==> src/design/pgws_pkg.sv <==
`timescale 1ns / 1ps
// ----------------------------------------------------------------------------
// pgws_pkg - shared types and constants of the pheromone grid walker
// Map geometry, cell kinds, op and status codes, controller/datapath structs.
// ----------------------------------------------------------------------------
package pgws_pkg;

  localparam int MAX_ROWS = 64;
  localparam int MAX_COLS = 64;
  localparam int RADIUS   = 1;

  // item coordinates are fixed at 6 bits
  localparam int ROW_W    = 6;
  localparam int CFG_W    = 7;
  localparam int GAIN_W   = 16;
  localparam int LVL_W    = 16;
  localparam int ADDR_W   = $clog2(MAX_ROWS * MAX_COLS);
  localparam int DEPTH    = MAX_ROWS * MAX_COLS;

  // usable grid limit per dimension
  localparam int ROW_LIM  = (MAX_ROWS < 64) ? MAX_ROWS : 64;
  localparam int COL_LIM  = (MAX_COLS < 64) ? MAX_COLS : 64;

  localparam int SPAN     = 2 * RADIUS + 1;
  localparam int NBR_MAX  = SPAN * SPAN - 1;
  localparam int NBR_IW   = $clog2(NBR_MAX);
  localparam int NBR_CW   = $clog2(NBR_MAX + 1);
  localparam int OFS_W    = 3;
  localparam int WGT_W    = LVL_W + 1;
  localparam int TOT_W    = WGT_W + $clog2(NBR_MAX);
  localparam int PROD_W   = WGT_W + GAIN_W;
  localparam int RT_W     = TOT_W + GAIN_W;

  localparam logic [1:0] KIND_FREE    = 2'd0;
  localparam logic [1:0] KIND_WALL    = 2'd1;
  localparam logic [1:0] KIND_VISITED = 2'd2;
  localparam logic [1:0] KIND_ROBOT   = 2'd3;

  localparam logic [1:0] REG_ROWS     = 2'd0;
  localparam logic [1:0] REG_COLS     = 2'd1;
  localparam logic [1:0] REG_NGAIN    = 2'd2;
  localparam logic [1:0] REG_SGAIN    = 2'd3;

  typedef enum logic [1:0] {
    OP_WRITE = 2'd0,
    OP_PLACE = 2'd1,
    OP_MOVE  = 2'd2,
    OP_NOP   = 2'd3
  } op_e;

  typedef enum logic [1:0] {
    ST_DONE    = 2'd0,
    ST_MOVED   = 2'd1,
    ST_BLOCKED = 2'd2
  } status_e;

  // controller to datapath
  typedef struct packed {
    logic clr_step;
    logic load;
    logic exec;
    logic nb_read;
    logic nb_next;
    logic mul;
    logic mul_self;
    logic nb_write;
    logic self_read;
    logic self_write;
    logic mul_rt;
    logic sel_step;
    logic mark_old;
    logic mark_new;
    logic out_load;
  } cmd_t;

  // datapath to controller
  typedef struct packed {
    logic clr_done;
    logic nb_valid;
    logic nb_last;
    logic is_wall;
    logic n_zero;
    logic sel_hit;
  } stat_t;

endpackage

==> src/design/pgws_ctrl.sv <==
`timescale 1ns / 1ps
// ----------------------------------------------------------------------------
// pgws_ctrl - sequencer of the grid walker
// Clears the maps after reset, then steps each word through its op.
// ----------------------------------------------------------------------------
module pgws_ctrl (
  input  logic            clk_i,
  input  logic            rst_ni,
  input  logic            in_valid_i,
  output logic            in_ready_o,
  input  logic [1:0]      in_op_i,
  output logic            out_valid_o,
  input  logic            out_ready_i,
  input  pgws_pkg::stat_t stat_i,
  output pgws_pkg::cmd_t  cmd_o
);

  typedef enum logic [13:0] {
    S_CLEAR = 14'b00000000000001,
    S_IDLE  = 14'b00000000000010,
    S_EXEC  = 14'b00000000000100,
    S_NRD   = 14'b00000000001000,
    S_NCHK  = 14'b00000000010000,
    S_NWR   = 14'b00000000100000,
    S_SRD   = 14'b00000001000000,
    S_SCHK  = 14'b00000010000000,
    S_SWR   = 14'b00000100000000,
    S_RND   = 14'b00001000000000,
    S_SEL   = 14'b00010000000000,
    S_MOLD  = 14'b00100000000000,
    S_MNEW  = 14'b01000000000000,
    S_DONE  = 14'b10000000000000
  } state_e;

  state_e state_q, state_d;
  logic   out_valid_q, out_valid_d;
  logic   out_free;

  assign out_free    = !out_valid_q || out_ready_i;
  assign in_ready_o  = (state_q == S_IDLE);
  assign out_valid_o = out_valid_q;

  // next state and commands
  always_comb begin
    state_d = state_q;
    cmd_o   = '0;
    case (state_q)
      S_CLEAR: begin
        cmd_o.clr_step = 1'b1;
        if (stat_i.clr_done) state_d = S_IDLE;
      end
      S_IDLE: begin
        if (in_valid_i) begin
          cmd_o.load = 1'b1;
          state_d = (in_op_i == pgws_pkg::OP_MOVE) ? S_NRD : S_EXEC;
        end
      end
      S_EXEC: begin
        cmd_o.exec = 1'b1;
        state_d = S_DONE;
      end
      S_NRD: begin
        if (stat_i.nb_valid) begin
          cmd_o.nb_read = 1'b1;
          state_d = S_NCHK;
        end else if (stat_i.nb_last) begin
          state_d = S_SRD;
        end else begin
          cmd_o.nb_next = 1'b1;
        end
      end
      S_NCHK: begin
        if (!stat_i.is_wall) begin
          cmd_o.mul = 1'b1;
          state_d = S_NWR;
        end else if (stat_i.nb_last) begin
          state_d = S_SRD;
        end else begin
          cmd_o.nb_next = 1'b1;
          state_d = S_NRD;
        end
      end
      S_NWR: begin
        cmd_o.nb_write = 1'b1;
        if (stat_i.nb_last) begin
          state_d = S_SRD;
        end else begin
          cmd_o.nb_next = 1'b1;
          state_d = S_NRD;
        end
      end
      S_SRD: begin
        cmd_o.self_read = 1'b1;
        state_d = S_SCHK;
      end
      S_SCHK: begin
        cmd_o.mul      = 1'b1;
        cmd_o.mul_self = 1'b1;
        state_d = S_SWR;
      end
      S_SWR: begin
        cmd_o.self_write = 1'b1;
        state_d = stat_i.n_zero ? S_DONE : S_RND;
      end
      S_RND: begin
        cmd_o.mul_rt = 1'b1;
        state_d = S_SEL;
      end
      S_SEL: begin
        cmd_o.sel_step = 1'b1;
        if (stat_i.sel_hit) state_d = S_MOLD;
      end
      S_MOLD: begin
        cmd_o.mark_old = 1'b1;
        state_d = S_MNEW;
      end
      S_MNEW: begin
        cmd_o.mark_new = 1'b1;
        state_d = S_DONE;
      end
      S_DONE: begin
        if (out_free) begin
          cmd_o.out_load = 1'b1;
          state_d = S_IDLE;
        end
      end
      default: state_d = S_CLEAR;
    endcase
  end

  // output word valid
  always_comb begin
    out_valid_d = out_valid_q;
    if (out_ready_i) out_valid_d = 1'b0;
    if (cmd_o.out_load) out_valid_d = 1'b1;
  end

  always_ff @(posedge clk_i or negedge rst_ni) begin
    if (!rst_ni) begin
      state_q     <= S_CLEAR;
      out_valid_q <= 1'b0;
    end else begin
      state_q     <= state_d;
      out_valid_q <= out_valid_d;
    end
  end

`ifndef ASSERT_OFF
  a_no_accept_clear: assert property (@(posedge clk_i) disable iff (!rst_ni)
    (state_q == S_CLEAR) |-> !in_ready_o)
    else $error("word accepted during clearing pass");
  a_load_free: assert property (@(posedge clk_i) disable iff (!rst_ni)
    cmd_o.out_load |-> (!out_valid_q || out_ready_i))
    else $error("output word overwritten");
  a_move_path: assert property (@(posedge clk_i) disable iff (!rst_ni)
    (state_q == S_RND) |-> $past(state_q == S_SWR))
    else $error("selection entered without deposits");
`endif

endmodule

==> config.mk <==
export PLATFORM = sky130hd
export DESIGN_NAME = pgws_ctrl
export DESIGN_NICKNAME = d
export VERILOG_FILES = /design/src/design/pgws_pkg.sv /design/src/design/pgws_ctrl.sv
export SDC_FILE = /design/constraint.sdc
export NUM_CORES = 1
export LEC_CHECK = 0
export ABC_AREA = 1
export ABC_CLOCK_PERIOD_IN_PS = 1300
export BUFFER_PORTS_ARGS = -buffer_cell sky130_fd_sc_hd__buf_4
export CORE_ASPECT_RATIO = 0.5
export CORE_MARGIN = 2
export CORE_UTILIZATION = 26
export CTS_CLUSTER_SIZE = 12
export DETAILED_ROUTE_END_ITERATION = 10
export PLACE_DENSITY_LB_ADDON = 0.25
export SETUP_SLACK_MARGIN = 0.15
export SYNTH_ARGS = -nofsm -noshare
export SYNTH_HDL_FRONTEND = slang
export SYNTH_SLANG_ARGS = --single-unit
==> constraint.sdc <==
create_clock -name clk_i -period 1.3 [get_ports clk_i]
set_input_delay 0.195 -clock clk_i [delete_from_list [all_inputs] [get_ports clk_i]]
set_output_delay 0.195 -clock clk_i [all_outputs]
set_load 0.02 [all_outputs]
# Yosys cells after proc, flatten, opt, wreduce, memory -nomap -nowiden
# Index checks and enable logic that the tools add are counted.
[op_classes]
eq_ne = 20
magnitude_cmp = 0
n_bitwise = 0
n_addsub = 0
div = 0
shift = 0
muxes = 35
multipliers = 0
reduce_logical = 5
[ops]
columns = ["cell", "count"]
rows = [
  ["14-bit one-hot mux with 13 select lines", 1],
  ["14-bit two-way mux", 7],
  ["1-bit two-way mux", 22],
  ["14-bit by 1-bit == test with 1-bit output, second input constant", 1],
  ["14-bit by 10-bit == test with 1-bit output, second input constant", 1],
  ["14-bit by 11-bit == test with 1-bit output, second input constant", 1],
  ["14-bit by 12-bit == test with 1-bit output, second input constant", 1],
  ["14-bit by 13-bit == test with 1-bit output, second input constant", 1],
  ["14-bit == test, second input constant", 1],
  ["14-bit by 2-bit == test with 1-bit output, second input constant", 1],
  ["14-bit by 3-bit == test with 1-bit output, second input constant", 1],
  ["14-bit by 4-bit == test with 1-bit output, second input constant", 1],
  ["14-bit by 5-bit == test with 1-bit output, second input constant", 1],
  ["14-bit by 6-bit == test with 1-bit output, second input constant", 1],
  ["14-bit by 7-bit == test with 1-bit output, second input constant", 1],
  ["14-bit by 8-bit == test with 1-bit output, second input constant", 1],
  ["14-bit by 9-bit == test with 1-bit output, second input constant", 1],
  ["7-bit two-way mux", 2],
  ["2-bit inequality test, second input constant", 4],
  ["5-bit AND reduction", 1],
  ["4-bit two-way mux", 1],
  ["3-bit inequality test, second input constant", 1],
  ["1-bit one-hot mux with 3 select lines", 1],
  ["2-bit == test, second input constant", 1],
  ["5 further kinds", 5],
]
[word_totals]
mem_count = 0
word_cells = 62
mem_bits_rw = 0
latchBits = 0
reg_bits = 15
output_inout_bits = 17
input_bits = 12
rom_bits = 0

# Longest topological paths before layout
[logic_depth]
ltp_word = 5
depth_mapped = 10
mapped_depth_nobuf = 10

# Worst setup path after synthesis
# OpenSTA, ideal clock, no wires.
[synth_path]
path_type = "register to output"
startpoint = "reg state_q[5]"
endpoint = "out cmd_o[11] in the netlist's numbering"
slack_ps = -288
required_ps = 1105
path_stages_with_launch = 4
path_buffers = 0
arrival_ps = 1393
cell_sequence = "dfrtp_1 -> nor2_2 -> nand2_4 -> nor4_1"
[synth_lines]
columns = ["element", "line_no", "rtl"]
rows = [
  ["start: declaration", "pgws_ctrl.sv:35", "state_e state_q, state_d;"],
  ["start signal: assignment", "pgws_ctrl.sv:143", "state_q <= state_d;"],
  ["end: declaration", "pgws_ctrl.sv:15", "output pgws_pkg::cmd_t cmd_o"],
]

==> results by group <==
Status
  – Status: finished with violations
  – Failing checks: negative setup slack

Critical path
  – CP startpoint kind: flop
  – Flop2flop setup slack: -0.40 ns
  – Critical path depth: 8
  – CP max stage cell: dfrtp_1
  – WS Path Type: reg2out
  – Crit path capture type: output port
  – Crit. Startpoint: state_q[7]
  – Critical Path Fanout Max: 3
  – FF-to-FF path depth: 12
  – Reg2Reg Capture Point: state_q[11]
  – Data arrival time of the worst path: 1.54 ns
  – Critical path required time: 1.11 ns
  – Crit path max-delay family: simple AND/OR/NAND/NOR gates
  – CP max stage delay: 0.41 ns
  – Crit-path most repeated cell: nand2_2
  – Worst-path cell chain: nor2_4 > nand2_1 > nor2_2 > nand2_2 > nand2_2 > nand3_2 > nand2_2 > buf_6
  – RR Startpoint: state_q[0]
  – CP bufs+invs: 1
  – Critical path endpoint: cmd_o[10]

Power and ir drop
  – Post-layout total power: 2.12 mW
  – IR drop worst, VDD: 0.000350 V
  – Comb power frac: 0.541
  – Pwr/cell area: 1010 nW/um^2
  – Leakage Power: 1.13 nW
  – Sw Share: 0.413
  – Seq pwr share: 0.270
  – Switching power: 876 uW
  – Int Power: 1.25 mW
  – Clock share of power: 0.189

STA
  – Min Tclk post-route: 1.73 ns
  – Final Hold Vio Count: 0
  – Crit share post-route: 1.33
  – Slew at the pin with the worst max-slew slack: 0.295 ns
  – Setup violations, final: 26
  – Final Max Slew Viols: 0
  – Clock Skew: 0.00410 ns
  – Worst Slack Setup Final: -0.433 ns
  – RSZ-0062 raised after global routing: true
  – Total Neg Setup Slack: -8.38 ns
  – Relative slew slack: 0.802
  – Max Freq: 0.577 GHz

Floorplanning
  – FP Rows: 16
  – Initial Util: 0.267
  – Die area: 4530 um^2
  – IO Count: 29
  – Core Area: 3860 um^2
  – Chip height: 48.6 um
  – DIE WIDTH: 93.2 um

GRT
  – Initial antenna violation count: 0
  – Largest net degree at the start of global routing: 16
  – Grt ovf: 0
  – Number of global-route vias before repair: 1274
  – Gr usage total: 0.149
  – First-pass GRT wire length: 5.25 mm

Worst hold path
  – Hold Path Class: in2reg
  – Worst hold start: stat_i[1]

Drt
  – Vias: 1237
  – DR pass1 iterations: 4
  – WL final: 3.30 mm
  – Drc violations: 0
  – Routed wire per std cell: 11.3 um
  – Vias/cell: 4.25
  – Post-route antenna net violation count: 0
  – Drt first-iter violations: 30

Yosys
  – Ys flop type: dfrtp_1
  – Post-synth ARST share: 1.00
  – Yosys reg bits: 15
  – Cell count after synthesis: 161
  – Dominant cell type by area after synthesis: dfrtp_1
  – Syn Area/Cell: 6.42 um^2
  – Most common cell in the netlist: nand2_1
  – Cell Area, Synth: 1030 um^2
  – Seq/Total Area, Yosys: 0.364
  – Top cell type's share of synthesized area: 0.339
  – Yosys cell types: 18
  – Post-Syn Nets: 173
  – Top cells by area in the synthesized netlist: dfrtp_1 34%, nand2_1 15%, inv_1 12%
  – Yosys Warn Count: 0
  – EDFF count, synth: 0
  – Synth cell count leaders: 40 x nand2_1, 34 x inv_1, 34 x nor2_1, 17 x nand3_1, 14 x dfrtp_1

Clocking
  – Clk buf depth: 2
  – Insertion delay to the later sink of the worst-skew pair: 0.26 ns
  – H-tree levels: 1
  – CTS Sinks: 15
  – CTS Root Cell: clkbuf_8
  – Num CTS Buffers: 3
  – CTS tree: yes
  – Clock transition at path regs: 0.07 ns

Placement
  – GPL Wtd Cong: 0.789
  – Hpwl dp: 2.22 mm
  – Port Buf Inserts: 28
  – Pre-CTS WS: -0.231 ns

Cells and area
  – Number of antenna repair diodes: 0
  – Nets: 250
  – Fillcell total: 351
  – Share of cells above drive strength 1: 0.662
  – Synthesis-to-finish area growth: 103%

Flow run
  – Max-Cap Viols: 0
## metrics by stage
step           cells  hold slack (ns)  utilization  area (um^2)
2_1_floorplan    161           -0.101            -         1110
3_3_place_gp     266           0.0678        0.403         1560
3_5_place_dp     266           0.0717        0.403         1560
4_1_cts          287            0.104        0.501         1940
5_1_grt          291            0.100        0.542         2090
6_report         291            0.102        0.542         2090
## area by class of cell
class                      count  area (um^2)  share of cell area
sequential                    15          377               0.180
inverter                      35          134              0.0639
multi-input combinational    110          820               0.391
clock buffer                   4         45.0              0.0215
tap                           54         67.6              0.0323
timing repair buffer          73          652               0.311
## worst min path at each step
stage / slack, ns / cells after the start / to
after floorplan: -0.10 / 0 / out_valid_o
after global placement: 0.07 / 1 / state_q[8]
after detailed placement: 0.07 / 1 / state_q[8]
after CTS: 0.10 / 2 / state_q[9]
after global routing: 0.10 / 2 / state_q[9]
final: 0.10 / 2 / state_q[9]
## cell families (layout without fill, tap and decap cells)
group                  count (synthesis)  count (layout)  share of synthesized area
AOI/OAI and AO/OA                      3               3                     0.0145
DFF                                   15              15                      0.364
and+or+nand+nor                      107             107                      0.487
buffers and inverters                 36             112                      0.134
## state kept, by name, summed over array words and instances (netlist names)
register / cells
out_valid_o: 1
state_q: 14
## routing by layer
metal	routed length, um	track usage	vias to the layer above
met5	0	0	-
met4	51	0.0441	0
met3	77	0.0280	5
met2	1720	0.278	12
met1	1450	0.175	588
li1	-	-	632
## worst register-to-register path, stage by stage (launching register included)
cell and delay (ns):
dfstp_2 0.58, nor2_4 0.07, nand2_2 0.09, nor2_4 0.04
nand3_2 0.10, nor2_4 0.05, buf_6 0.11, buf_6 0.10
buf_6 0.10, buf_6 0.11, nor2_4 0.11, nand2_2 0.09
nor2_1 0.09
## cells in the final DEF (no fill, tap or decap), drive strengths merged, types with 2 or more instances in the layout
| cell | count |
|---|---|
| nor4 | 2 |
| buf | 72 |
| nand2 | 43 |
| dfrtp | 14 |
| o21ai | 2 |
| nor2 | 43 |
| clkbuf | 4 |
| inv | 35 |
| nor3 | 2 |
| nand3 | 17 |
## power by group through the flow
stage               sequential [mW]  clock, mW  combinational (mW)
CTS                           0.569      0.406                1.01
global route                  0.576      0.427                1.24
finish                        0.574      0.401                1.15
floorplan                     0.558          0               0.485
global placement              0.562          0               0.774
detailed placement            0.564          0               0.779
## what timing repair did
item,CTS,global route
hold endpoints to repair,14,0
hold buffers,1,0
buffers inserted,16,4
pin swaps,24,19
resized for setup,59,34
setup endpoints to repair,31,31
No activity file was read; power rests on OpenSTA's default activity.
